[config.mk]
export PLATFORM = sky130hd
export DESIGN_NAME = block_average_step_counter_core
export DESIGN_NICKNAME = d
export VERILOG_FILES = /design/src/rtl/core/bastc_pkg.sv /design/src/rtl/core/block_average_step_counter_core.sv /design/src/rtl/core/bastc_div.sv
export SDC_FILE = /design/constraint.sdc
export NUM_CORES = 1
export LEC_CHECK = 0
export ABC_AREA = 0
export BUFFER_PORTS_ARGS = -buffer_cell sky130_fd_sc_hd__buf_2
export CORE_ASPECT_RATIO = 0.75
export CORE_UTILIZATION = 59
export CTS_BUF_LIST = sky130_fd_sc_hd__clkbuf_2 sky130_fd_sc_hd__clkbuf_4 sky130_fd_sc_hd__clkbuf_8
export CTS_CLUSTER_DIAMETER = 40
export DETAILED_ROUTE_END_ITERATION = 16
export GPL_ROUTABILITY_DRIVEN = 1
export MAX_ROUTING_LAYER = met4
export PLACE_DENSITY_LB_ADDON = 0.25
export REMOVE_ABC_BUFFERS = 1
export SYNTH_ARGS = -nofsm -noshare
export SYNTH_HDL_FRONTEND = slang
export SYNTH_SLANG_ARGS = --single-unit
[constraint.sdc]
create_clock -name i_clk -period 5 [get_ports i_clk]
set_clock_uncertainty 0.2 [all_clocks]
set_input_delay 0.25 -clock i_clk [delete_from_list [all_inputs] [get_ports i_clk]]
set_output_delay 0.25 -clock i_clk [all_outputs]
set_load 0.1 [all_outputs]
[src/rtl/core/bastc_pkg.sv]
// Shared types and constants for the block average step counter.
// Holds the request payload structs, register index codes and sizing constants.
// No dependencies; every module of the block imports this package.
package bastc_pkg;

    // Field widths fixed by the interface.
    localparam int SAMPLE_BITS = 14;
    localparam int THR_BITS    = 14;
    localparam int COUNT_BITS  = 16;
    localparam int FILL_BITS   = 6;

    // Default number of samples in one averaging window (range 2 to 63).
    localparam int WINDOW_LEN_DEF = 50;

    // Shift-add multiplier for mean * fill: one multiplier bit per cycle.
    localparam int MUL_W = SAMPLE_BITS + FILL_BITS;

    // Shared divider: the numerator covers both 100 * 65535 and mean * 63 + x.
    localparam int DIV_NUM_W = 23;
    localparam int DIV_DEN_W = 16;

    localparam int unsigned JOY_UP_LEVEL   = 32'd16000;
    localparam int unsigned JOY_DOWN_LEVEL = 32'd1000;
    localparam int unsigned PERCENT_SCALE  = 32'd100;
    localparam logic [COUNT_BITS-1:0] SAT16 = '1;

    localparam logic [THR_BITS-1:0] THR_RESET = 14'd8192;

    typedef enum logic [0:0] {
        CMD_ACCEL    = 1'b0,
        CMD_JOYSTICK = 1'b1
    } t_cmd;

    typedef enum logic [1:0] {
        CFG_STEP_THRESHOLD     = 2'd0,
        CFG_COUNT_ENABLE       = 2'd1,
        CFG_GOAL_ADJUST_ENABLE = 2'd2
    } t_cfg_idx;

    typedef struct packed {
        t_cmd                   command;
        logic [SAMPLE_BITS-1:0] sample;
    } t_in_item;

    typedef struct packed {
        logic [COUNT_BITS-1:0] step_total;
        logic [COUNT_BITS-1:0] goal_now;
        logic [COUNT_BITS-1:0] percent_done;
        logic                  goal_reached;
        logic                  step_event;
    } t_out_item;

    // Handshake between the sequencer and the shared divider.
    typedef struct packed {
        logic busy;
        logic done;
    } t_div_stat;

endpackage

[src/rtl/core/block_average_step_counter_core.sv]
// Top level of the block average step counter: request channels, sequencer and state.
// Depends on bastc_pkg and instantiates the shared serial divider bastc_div.
//
// Usage. Each input request carries a command and a 14-bit converter sample.
// An accelerometer sample (command 0) updates a running mean over a window of
// WINDOW_LEN samples; when a window closes and its mean falls from above the
// step threshold to below it, one step is counted. A joystick sample (command 1)
// raises the goal when above 16000 and lowers it when below 1000, never below zero.
// Every request returns exactly one result with the step total, the goal, the
// percent of goal, the sticky goal-reached flag and a step event bit.
// The configuration channel writes the threshold and the two enables; it is
// always ready and should be used only while no request is in flight.
// Timing. The input channel is ready only while the sequencer is idle, which is
// from the cycle in which a result appears in the output register. An enabled
// accelerometer sample other than the first passes through the multiply steps,
// a divider start, the divide up to its done flag and the output step. When it
// counts a step the percent is recomputed with a second start and divide, which
// is skipped when the goal is zero. An enabled joystick sample above 16000 or
// below 1000 that leaves a nonzero goal also gets a percent divide; any other request needs no divide.
// The result sits in an output register, so the next request is accepted while
// a result waits; a stalled receiver holds the sequencer only at its last step.
// Reset is synchronous and restores the threshold to 8192, counting enabled,
// goal adjust disabled, and clears steps, goal and flags.
module block_average_step_counter_core
    import bastc_pkg::*;
#(
    parameter int WINDOW_LEN = WINDOW_LEN_DEF
) (
    input  logic                i_clk,
    input  logic                i_rst_n,
    input  logic                i_in_valid,
    output logic                o_in_ready,
    input  t_in_item            i_in_data,
    output logic                o_out_valid,
    input  logic                i_out_ready,
    output t_out_item           o_out_data,
    input  logic                i_cfg_valid,
    output logic                o_cfg_ready,
    input  logic [1:0]          i_cfg_index,
    input  logic [THR_BITS-1:0] i_cfg_data
);

    localparam logic [FILL_BITS-1:0] WIN_END = FILL_BITS'(WINDOW_LEN);
    localparam int MUL_CNT_W = $clog2(FILL_BITS + 1);
    localparam logic [MUL_CNT_W-1:0] MUL_LAST = MUL_CNT_W'(FILL_BITS - 1);

    // One-hot sequencer states.
    typedef enum logic [7:0] {
        ST_IDLE   = 8'b0000_0001,
        ST_JOY    = 8'b0000_0010,
        ST_MUL    = 8'b0000_0100,
        ST_MSTART = 8'b0000_1000,
        ST_MDIV   = 8'b0001_0000,
        ST_PSTART = 8'b0010_0000,
        ST_PDIV   = 8'b0100_0000,
        ST_FIN    = 8'b1000_0000
    } t_state;

    t_state r_state, n_state;

    // Configuration registers.
    logic [THR_BITS-1:0] r_thr;
    logic                r_count_en;
    logic                r_goal_en;

    // Detector and goal state.
    logic                   r_first, n_first;
    logic [SAMPLE_BITS-1:0] r_mean, n_mean;
    logic [SAMPLE_BITS-1:0] r_prev, n_prev;
    logic [FILL_BITS-1:0]   r_fill, n_fill;
    logic [COUNT_BITS-1:0]  r_steps, n_steps;
    logic [COUNT_BITS-1:0]  r_goal, n_goal;
    logic                   r_reached, n_reached;
    logic [COUNT_BITS-1:0]  r_pct, n_pct;
    logic                   r_event, n_event;

    // Latched request sample and multiplier datapath.
    logic [SAMPLE_BITS-1:0] r_x, n_x;
    logic [MUL_W-1:0]       r_acc, n_acc;
    logic [MUL_W-1:0]       r_mcand, n_mcand;
    logic [FILL_BITS-1:0]   r_mplier, n_mplier;
    logic [MUL_CNT_W-1:0]   r_mcnt, n_mcnt;

    // Output register.
    logic      r_ovalid, n_ovalid;
    t_out_item r_odata, n_odata;

    // Divider interface.
    logic                 div_start;
    logic [DIV_NUM_W-1:0] div_num;
    logic [DIV_DEN_W-1:0] div_den;
    t_div_stat            div_stat;
    logic [DIV_NUM_W-1:0] div_quot;

    logic                   in_fire;
    logic [FILL_BITS-1:0]   fill_inc;
    logic [SAMPLE_BITS-1:0] new_mean;
    logic                   crossed;
    logic                   joy_up;
    logic                   joy_down;

    assign o_in_ready  = (r_state == ST_IDLE);
    assign o_cfg_ready = 1'b1;
    assign in_fire     = i_in_valid && o_in_ready;

    assign fill_inc = r_fill + 1'b1;
    assign new_mean = div_quot[SAMPLE_BITS-1:0];
    // A mean equal to the threshold is neither above nor below it.
    assign crossed  = (new_mean < r_thr) && (r_prev > r_thr);
    assign joy_up   = 32'(r_x) > JOY_UP_LEVEL;
    assign joy_down = 32'(r_x) < JOY_DOWN_LEVEL;

    // The divider is shared: mean update while in the mean phase, percent otherwise.
    always_comb begin
        div_start = 1'b0;
        div_num   = DIV_NUM_W'(r_steps) * DIV_NUM_W'(PERCENT_SCALE);
        div_den   = r_goal;
        if (r_state == ST_MSTART) begin
            div_start = 1'b1;
            div_num   = DIV_NUM_W'(r_acc) + DIV_NUM_W'(r_x);
            div_den   = DIV_DEN_W'(fill_inc);
        end else if (r_state == ST_PSTART) begin
            div_start = (r_goal != '0);
        end
    end

    bastc_div #(
        .NUM_W(DIV_NUM_W),
        .DEN_W(DIV_DEN_W)
    ) u_div (
        .i_clk   (i_clk),
        .i_rst_n (i_rst_n),
        .i_start (div_start),
        .i_num   (div_num),
        .i_den   (div_den),
        .o_stat  (div_stat),
        .o_quot  (div_quot)
    );

    always_comb begin
        n_state   = r_state;
        n_first   = r_first;
        n_mean    = r_mean;
        n_prev    = r_prev;
        n_fill    = r_fill;
        n_steps   = r_steps;
        n_goal    = r_goal;
        n_reached = r_reached;
        n_pct     = r_pct;
        n_event   = r_event;
        n_x       = r_x;
        n_acc     = r_acc;
        n_mcand   = r_mcand;
        n_mplier  = r_mplier;
        n_mcnt    = r_mcnt;
        n_ovalid  = r_ovalid;
        n_odata   = r_odata;

        // The receiver may take the waiting result in any state.
        if (r_ovalid && i_out_ready) begin
            n_ovalid = 1'b0;
        end

        unique case (r_state)
            ST_IDLE: begin
                if (in_fire) begin
                    n_x     = i_in_data.sample;
                    n_event = 1'b0;
                    if (i_in_data.command == CMD_ACCEL) begin
                        if (!r_count_en) begin
                            n_state = ST_FIN;
                        end else if (!r_first) begin
                            // The first sample seeds both means; the fill count stays.
                            n_first = 1'b1;
                            n_mean  = i_in_data.sample;
                            n_prev  = i_in_data.sample;
                            n_state = ST_FIN;
                        end else begin
                            n_acc    = '0;
                            n_mcand  = MUL_W'(r_mean);
                            n_mplier = r_fill;
                            n_mcnt   = '0;
                            n_state  = ST_MUL;
                        end
                    end else begin
                        n_state = r_goal_en ? ST_JOY : ST_FIN;
                    end
                end
            end
            ST_JOY: begin
                if (joy_up || joy_down) begin
                    if (joy_up) begin
                        if (r_goal != SAT16) begin
                            n_goal = r_goal + 1'b1;
                        end
                    end else if (r_goal != '0) begin
                        n_goal = r_goal - 1'b1;
                    end
                    if ((n_goal != '0) && (r_steps >= n_goal)) begin
                        n_reached = 1'b1;
                    end
                    n_state = ST_PSTART;
                end else begin
                    n_state = ST_FIN;
                end
            end
            ST_MUL: begin
                if (r_mplier[0]) begin
                    n_acc = r_acc + r_mcand;
                end
                n_mcand  = {r_mcand[MUL_W-2:0], 1'b0};
                n_mplier = {1'b0, r_mplier[FILL_BITS-1:1]};
                n_mcnt   = r_mcnt + 1'b1;
                if (r_mcnt == MUL_LAST) begin
                    n_state = ST_MSTART;
                end
            end
            ST_MSTART: begin
                n_state = ST_MDIV;
            end
            ST_MDIV: begin
                if (div_stat.done) begin
                    n_mean  = new_mean;
                    n_fill  = fill_inc;
                    n_state = ST_FIN;
                    if (fill_inc == WIN_END) begin
                        // Window closes: compare, then restart from this sample.
                        n_fill = FILL_BITS'(1);
                        n_prev = new_mean;
                        n_mean = r_x;
                        if (crossed) begin
                            if (r_steps != SAT16) begin
                                n_steps = r_steps + 1'b1;
                            end
                            n_event = 1'b1;
                            if ((r_goal != '0) && (n_steps >= r_goal)) begin
                                n_reached = 1'b1;
                            end
                            n_state = ST_PSTART;
                        end
                    end
                end
            end
            ST_PSTART: begin
                if (r_goal == '0) begin
                    n_pct   = '0;
                    n_state = ST_FIN;
                end else begin
                    n_state = ST_PDIV;
                end
            end
            ST_PDIV: begin
                if (div_stat.done) begin
                    if (div_quot > DIV_NUM_W'(SAT16)) begin
                        n_pct = SAT16;
                    end else begin
                        n_pct = div_quot[COUNT_BITS-1:0];
                    end
                    n_state = ST_FIN;
                end
            end
            ST_FIN: begin
                if (!r_ovalid || i_out_ready) begin
                    n_ovalid              = 1'b1;
                    n_odata.step_total    = r_steps;
                    n_odata.goal_now      = r_goal;
                    n_odata.percent_done  = r_pct;
                    n_odata.goal_reached  = r_reached;
                    n_odata.step_event    = r_event;
                    n_state               = ST_IDLE;
                end
            end
            default: begin
                n_state = ST_IDLE;
            end
        endcase
    end

    always_ff @(posedge i_clk) begin
        if (!i_rst_n) begin
            r_state    <= ST_IDLE;
            r_thr      <= THR_RESET;
            r_count_en <= 1'b1;
            r_goal_en  <= 1'b0;
            r_first    <= 1'b0;
            r_mean     <= '0;
            r_prev     <= '0;
            r_fill     <= FILL_BITS'(1);
            r_steps    <= '0;
            r_goal     <= '0;
            r_reached  <= 1'b0;
            r_pct      <= '0;
            r_event    <= 1'b0;
            r_ovalid   <= 1'b0;
        end else begin
            r_state   <= n_state;
            r_first   <= n_first;
            r_mean    <= n_mean;
            r_prev    <= n_prev;
            r_fill    <= n_fill;
            r_steps   <= n_steps;
            r_goal    <= n_goal;
            r_reached <= n_reached;
            r_pct     <= n_pct;
            r_event   <= n_event;
            r_ovalid  <= n_ovalid;
            if (i_cfg_valid) begin
                unique case (i_cfg_index)
                    CFG_STEP_THRESHOLD:     r_thr      <= i_cfg_data;
                    CFG_COUNT_ENABLE:       r_count_en <= i_cfg_data[0];
                    CFG_GOAL_ADJUST_ENABLE: r_goal_en  <= i_cfg_data[0];
                    default: begin
                        // Writes to an unused index are dropped.
                    end
                endcase
            end
        end
        r_x      <= n_x;
        r_acc    <= n_acc;
        r_mcand  <= n_mcand;
        r_mplier <= n_mplier;
        r_mcnt   <= n_mcnt;
        r_odata  <= n_odata;
    end

    assign o_out_valid = r_ovalid;
    assign o_out_data  = r_odata;

endmodule

[src/rtl/core/bastc_div.sv]
// Bit-serial restoring divider shared by the mean update and the percent calculation.
// Produces one quotient bit per cycle; depends on bastc_pkg for the status struct.
module bastc_div
    import bastc_pkg::*;
#(
    parameter int NUM_W = DIV_NUM_W,
    parameter int DEN_W = DIV_DEN_W
) (
    input  logic             i_clk,
    input  logic             i_rst_n,
    input  logic             i_start,
    input  logic [NUM_W-1:0] i_num,
    input  logic [DEN_W-1:0] i_den,
    output t_div_stat        o_stat,
    output logic [NUM_W-1:0] o_quot
);

    localparam int CNT_W = $clog2(NUM_W);
    localparam logic [CNT_W-1:0] LAST_CNT = CNT_W'(NUM_W - 1);

    logic             r_busy, n_busy;
    logic             r_done, n_done;
    logic [CNT_W-1:0] r_cnt, n_cnt;
    logic [NUM_W-1:0] r_quo, n_quo;
    logic [DEN_W-1:0] r_rem, n_rem;
    logic [DEN_W-1:0] r_den, n_den;

    logic [DEN_W:0]   shifted;
    logic [DEN_W+1:0] diff;

    always_comb begin
        shifted = {r_rem, r_quo[NUM_W-1]};
        diff    = {1'b0, shifted} - {2'b00, r_den};

        n_busy = r_busy;
        n_done = 1'b0;
        n_cnt  = r_cnt;
        n_quo  = r_quo;
        n_rem  = r_rem;
        n_den  = r_den;

        if (i_start) begin
            n_busy = 1'b1;
            n_cnt  = '0;
            n_quo  = i_num;
            n_rem  = '0;
            n_den  = i_den;
        end else if (r_busy) begin
            // The partial remainder stays below the divisor, so DEN_W bits hold it.
            if (!diff[DEN_W+1]) begin
                n_rem = diff[DEN_W-1:0];
                n_quo = {r_quo[NUM_W-2:0], 1'b1};
            end else begin
                n_rem = shifted[DEN_W-1:0];
                n_quo = {r_quo[NUM_W-2:0], 1'b0};
            end
            n_cnt = r_cnt + 1'b1;
            if (r_cnt == LAST_CNT) begin
                n_busy = 1'b0;
                n_done = 1'b1;
            end
        end
    end

    always_ff @(posedge i_clk) begin
        if (!i_rst_n) begin
            r_busy <= 1'b0;
            r_done <= 1'b0;
            r_cnt  <= '0;
        end else begin
            r_busy <= n_busy;
            r_done <= n_done;
            r_cnt  <= n_cnt;
        end
        r_quo <= n_quo;
        r_rem <= n_rem;
        r_den <= n_den;
    end

    assign o_stat.busy = r_busy;
    assign o_stat.done = r_done;
    assign o_quot      = r_quo;

endmodule
==> metrics.csv <==
stage,metric,value,unit
worst_setup_path,reg2regPathDepth,17,
logic_synthesis,synth_cells,1858,
die,start_util,60.8,%
worst_setup_path,critPathMaxFanout,6,
power,combPwrFrac,17.7,%
timing,fmax,228,MHz
logic_synthesis,synth_area_leader_cell,edfxtp_1,
clock_tree,postCtsSetupRepairBufs,0,
hold_path,holdCritStartpoint,i_cfg_index[1],
final_layout,drive_gt1_share,11.4,%
worst_setup_path,r2r_start,r_steps[10],
grt,grt_pass1_wl,74500,µm
drt,wl,48300,µm
timing,hold_viol_final,0,
grt,overflow,0,
power,seq_power_share,45.3,%
placed_design,dpl.hpwl,34400,µm
timing,rsz0062_at_grt,false,
die,die_h,150,µm
hold_path,holdPathStages,4,
power,pwr-share-clk,37.0,%
timing,setup_viol,0,
placed_design,postPlaceCellArea,18100,µm²
power,switching_share,30.2,%
final_layout,final_common_cell,nand2_1,
grt,grt_antenna_before_repair,0,
clock_tree,cts_tree,yes,
clock_tree,htree_levels,2,
worst_setup_path,timing.rr.end,r_reached,
clock_tree,postCtsResizedCells,0,
power,p_leak,8.26,nW
grt,grt_max_degree,48,
worst_setup_path,path_class,reg -> reg,
logic_synthesis,syn-cell-area,17300,µm²
drt,routedWlPerCell,19.9,µm
grt,grt_usage,33.4,%
die,num_io_pins,89,
power,p_total,0.00592,W
drt,viasPerCell,6.09,
die,core-area,28400,µm²
final_layout,area_delta_synth_final,13.8,%
final_layout,fillers,2183,
worst_setup_path,crit_arrival,4.70,ns
timing,timing.final.crit_share,87.6,%
logic_synthesis,async_flop_share,0,%
clock_tree,clk_pin_slew_worst_paths,0.06,ns
drt,dr.pass1.iters,6,
timing,finalMaxSlewViolations,0,
logic_synthesis,synthFlopType,edfxtp_1,
timing,whs,0.148,ns
worst_setup_path,cp-end-kind,flop,
worst_setup_path,critPathTopFamily,simple AND/OR/NAND/NOR gates,
drt,drtIter0Drc,1494,
final_layout,mostFrequentLayoutCells,"nand2_1 (183), ha_1 (171), nor2_1 (165), a21oi_1 (163), edfxtp_1 (152)",
hold_path,whs_endpoint,r_thr[1],
power,max-vdd-ir-drop,0.000204,V
die,die_w,200,µm
logic_synthesis,synth_edf_count,152,
clock_tree,numCtsBuffers,47,
drt,drc,0,
logic_synthesis,ys_types,83,
logic_synthesis,synth_area_leaders,"edfxtp_1 (26%), dfxtp_1 (15%), ha_1 (12%), a21oi_1 (4.7%), nand2_1 (4.0%)",
hold_path,worstHoldPathType,in -> reg,
flow_run,maxCapViolCount,0,
logic_synthesis,synth_top_area_share,26.4,%
timing,relSlewSlack,26.7,%
worst_setup_path,crit_chain,"ha_1, and3_1, nand4_1, and3_1, and3_1, and3_1, nand2_1, xnor2_1, ha_1, a21o_1, a21oi_1, a21oi_1, nor2_1, or4_1, a22oi_1, o311ai_1, nand3_1",
final_layout,antenna_cells,0,
worst_setup_path,crit_path_start,r_steps[10],
clock_tree,clockBufferDepth,3,
placed_design,io_buffers,87,
final_layout,nets,2222,
grt,grt_pass1_vias,13700,
drt,postRouteAntennaNets,0,
drt,vias,14800,
worst_setup_path,worst_path_most_repeated_cell,and3_1,
worst_setup_path,cp_slowest_stage_delay,0.48,ns
placed_design,place_congestion,0.952,
logic_synthesis,seq_area_frac_synth,41.9,%
clock_tree,cts_root_buf,clkbuf_8,
timing,layout_min_cycle_time,4.38,ns
clock_tree,cts.sinks,285,
clock_tree,clock_latency,0.60,ns
logic_synthesis,ys_seq_elements,285,
worst_setup_path,cp_num_buf_inv,0,
worst_setup_path,slowest_stage,dfxtp_1,
worst_setup_path,cp.required,5.32,ns
final_layout,final_area,19600,µm²
logic_synthesis,avgSynthCellArea,9.29,µm²
die,row_count,53,
logic_synthesis,synth_warnings,0,
die,die_area,30000,µm²
timing,tightest_slew,1.09,ns
worst_setup_path,r2r_setup_slack,0.62,ns
worst_setup_path,start_kind,flop,
power,internal-power,0.00413,W
power,p_switching,0.00179,W
power,power_density,301,nW/µm²
outcome,outcome,"complete, no violations",
==> registers in the layout (all words and copies together) (netlist names), 14 cells and up <==
| register | cells |
|---|---|
| o_out_data | 50 |
| u_div.o_quot | 23 |
| r_acc | 20 |
| r_mcand | 20 |
| r_goal | 16 |
| r_pct | 16 |
| r_steps | 16 |
| u_div.r_den | 16 |
| u_div.r_rem | 16 |
| r_mean | 14 |
| r_prev | 14 |
| r_thr | 14 |
| r_x | 14 |
==> worst max-delay path by stage <==
stage,endpoint,slack (ns),cells after the start
5_1_grt,r_reached,0.24,17
3_5_place_dp,r_reached,0.71,17
4_1_cts,r_reached,0.69,17
6_report,r_reached,0.62,17
2_1_floorplan,u_div.o_quot[0],-0.57,5
3_3_place_gp,r_reached,0.87,16
==> cell usage after synthesis (7+ instances only) <==
library cell,number
o211ai_1,10
dfxtp_1,133
or2_2,8
nand4_1,20
nand3b_1,10
fa_1,14
o21ai_0,126
and3_1,14
a21o_1,24
o22ai_1,18
nor4_1,12
inv_1,122
a211oi_1,35
a31oi_1,10
edfxtp_1,152
mux2i_1,32
clkbuf_1,57
nor2_1,165
o21a_1,11
ha_1,171
a22oi_1,7
and2_1,18
nand3_1,36
xor2_1,34
xnor2_1,66
a21oi_1,163
nor3_1,41
or3_1,22
nand2b_1,16
nor2b_1,21
nand2_1,183
==> routing by layer <==
metal	vias up	global-route usage, %	wire length, µm
li1	6947	-	-
met1	7006	48.2	21800
met2	731	46.4	19900
met3	78	8.51	5660
met4	0	8.21	884
met5	-	-	0
==> metrics by stage <==
stage                     utilization (%)  setup WS [ns]  setup TNS, ns  std cells
after CTS                            69.2          0.695              0       2425
after global routing                 69.2          0.237              0       2425
after detailed placement             63.8          0.709              0       2285
final                                69.2          0.621              0       2425
after global placement               63.8          0.867              0       2285
after floorplan                         -         -0.573         -21.36       1787
==> worst min-delay path, stage by stage <==
cell	delay, ns
buf_2	0.12
or3b_2	0.30
nand2_1	0.09
a21oi_1	0.13
==> power by group through the flow <==
stage | Combinational, W | Clock [W] | Sequential [W]
2_1_floorplan | 0.000627 | 0 | 0.00285
3_3_place_gp | 0.000971 | 0 | 0.00272
3_5_place_dp | 0.000999 | 0 | 0.00272
4_1_cts | 0.00103 | 0.00221 | 0.00268
5_1_grt | 0.00114 | 0.00230 | 0.00269
6_report | 0.00105 | 0.00219 | 0.00268
==> cells by family after synthesis <==
group	count (synthesis)	synth area share, %
buffers and inverters	198	4.46
DFF	285	41.9
adders and majority gates	185	14.0
AOI/OAI and AO/OA	453	15.6
xor gates and xnor gates	100	5.07
and+or+nand+nor	603	17.0
other	1	0.0217
muxes	33	1.92
==> layout make-up <==
| type | count | area, µm² | area share (%) |
|---|---|---|---|
| Sequential cell | 285 | 7230 | 36.8 |
| Inverter | 127 | 477 | 2.43 |
| Tap cell | 385 | 482 | 2.45 |
| Timing Repair Buffer | 165 | 1150 | 5.86 |
| Clock inverter | 16 | 100 | 0.510 |
| Clock buffer | 72 | 910 | 4.63 |
| Multi-Input combinational cell | 1375 | 9300 | 47.3 |
==> timing repair <==
action                     in CTS  in global routing
hold endpoints to repair       69                  0
setup endpoints to repair       0                  0
hold buffers                   52                  0
(Power assumes the default switching activity.)
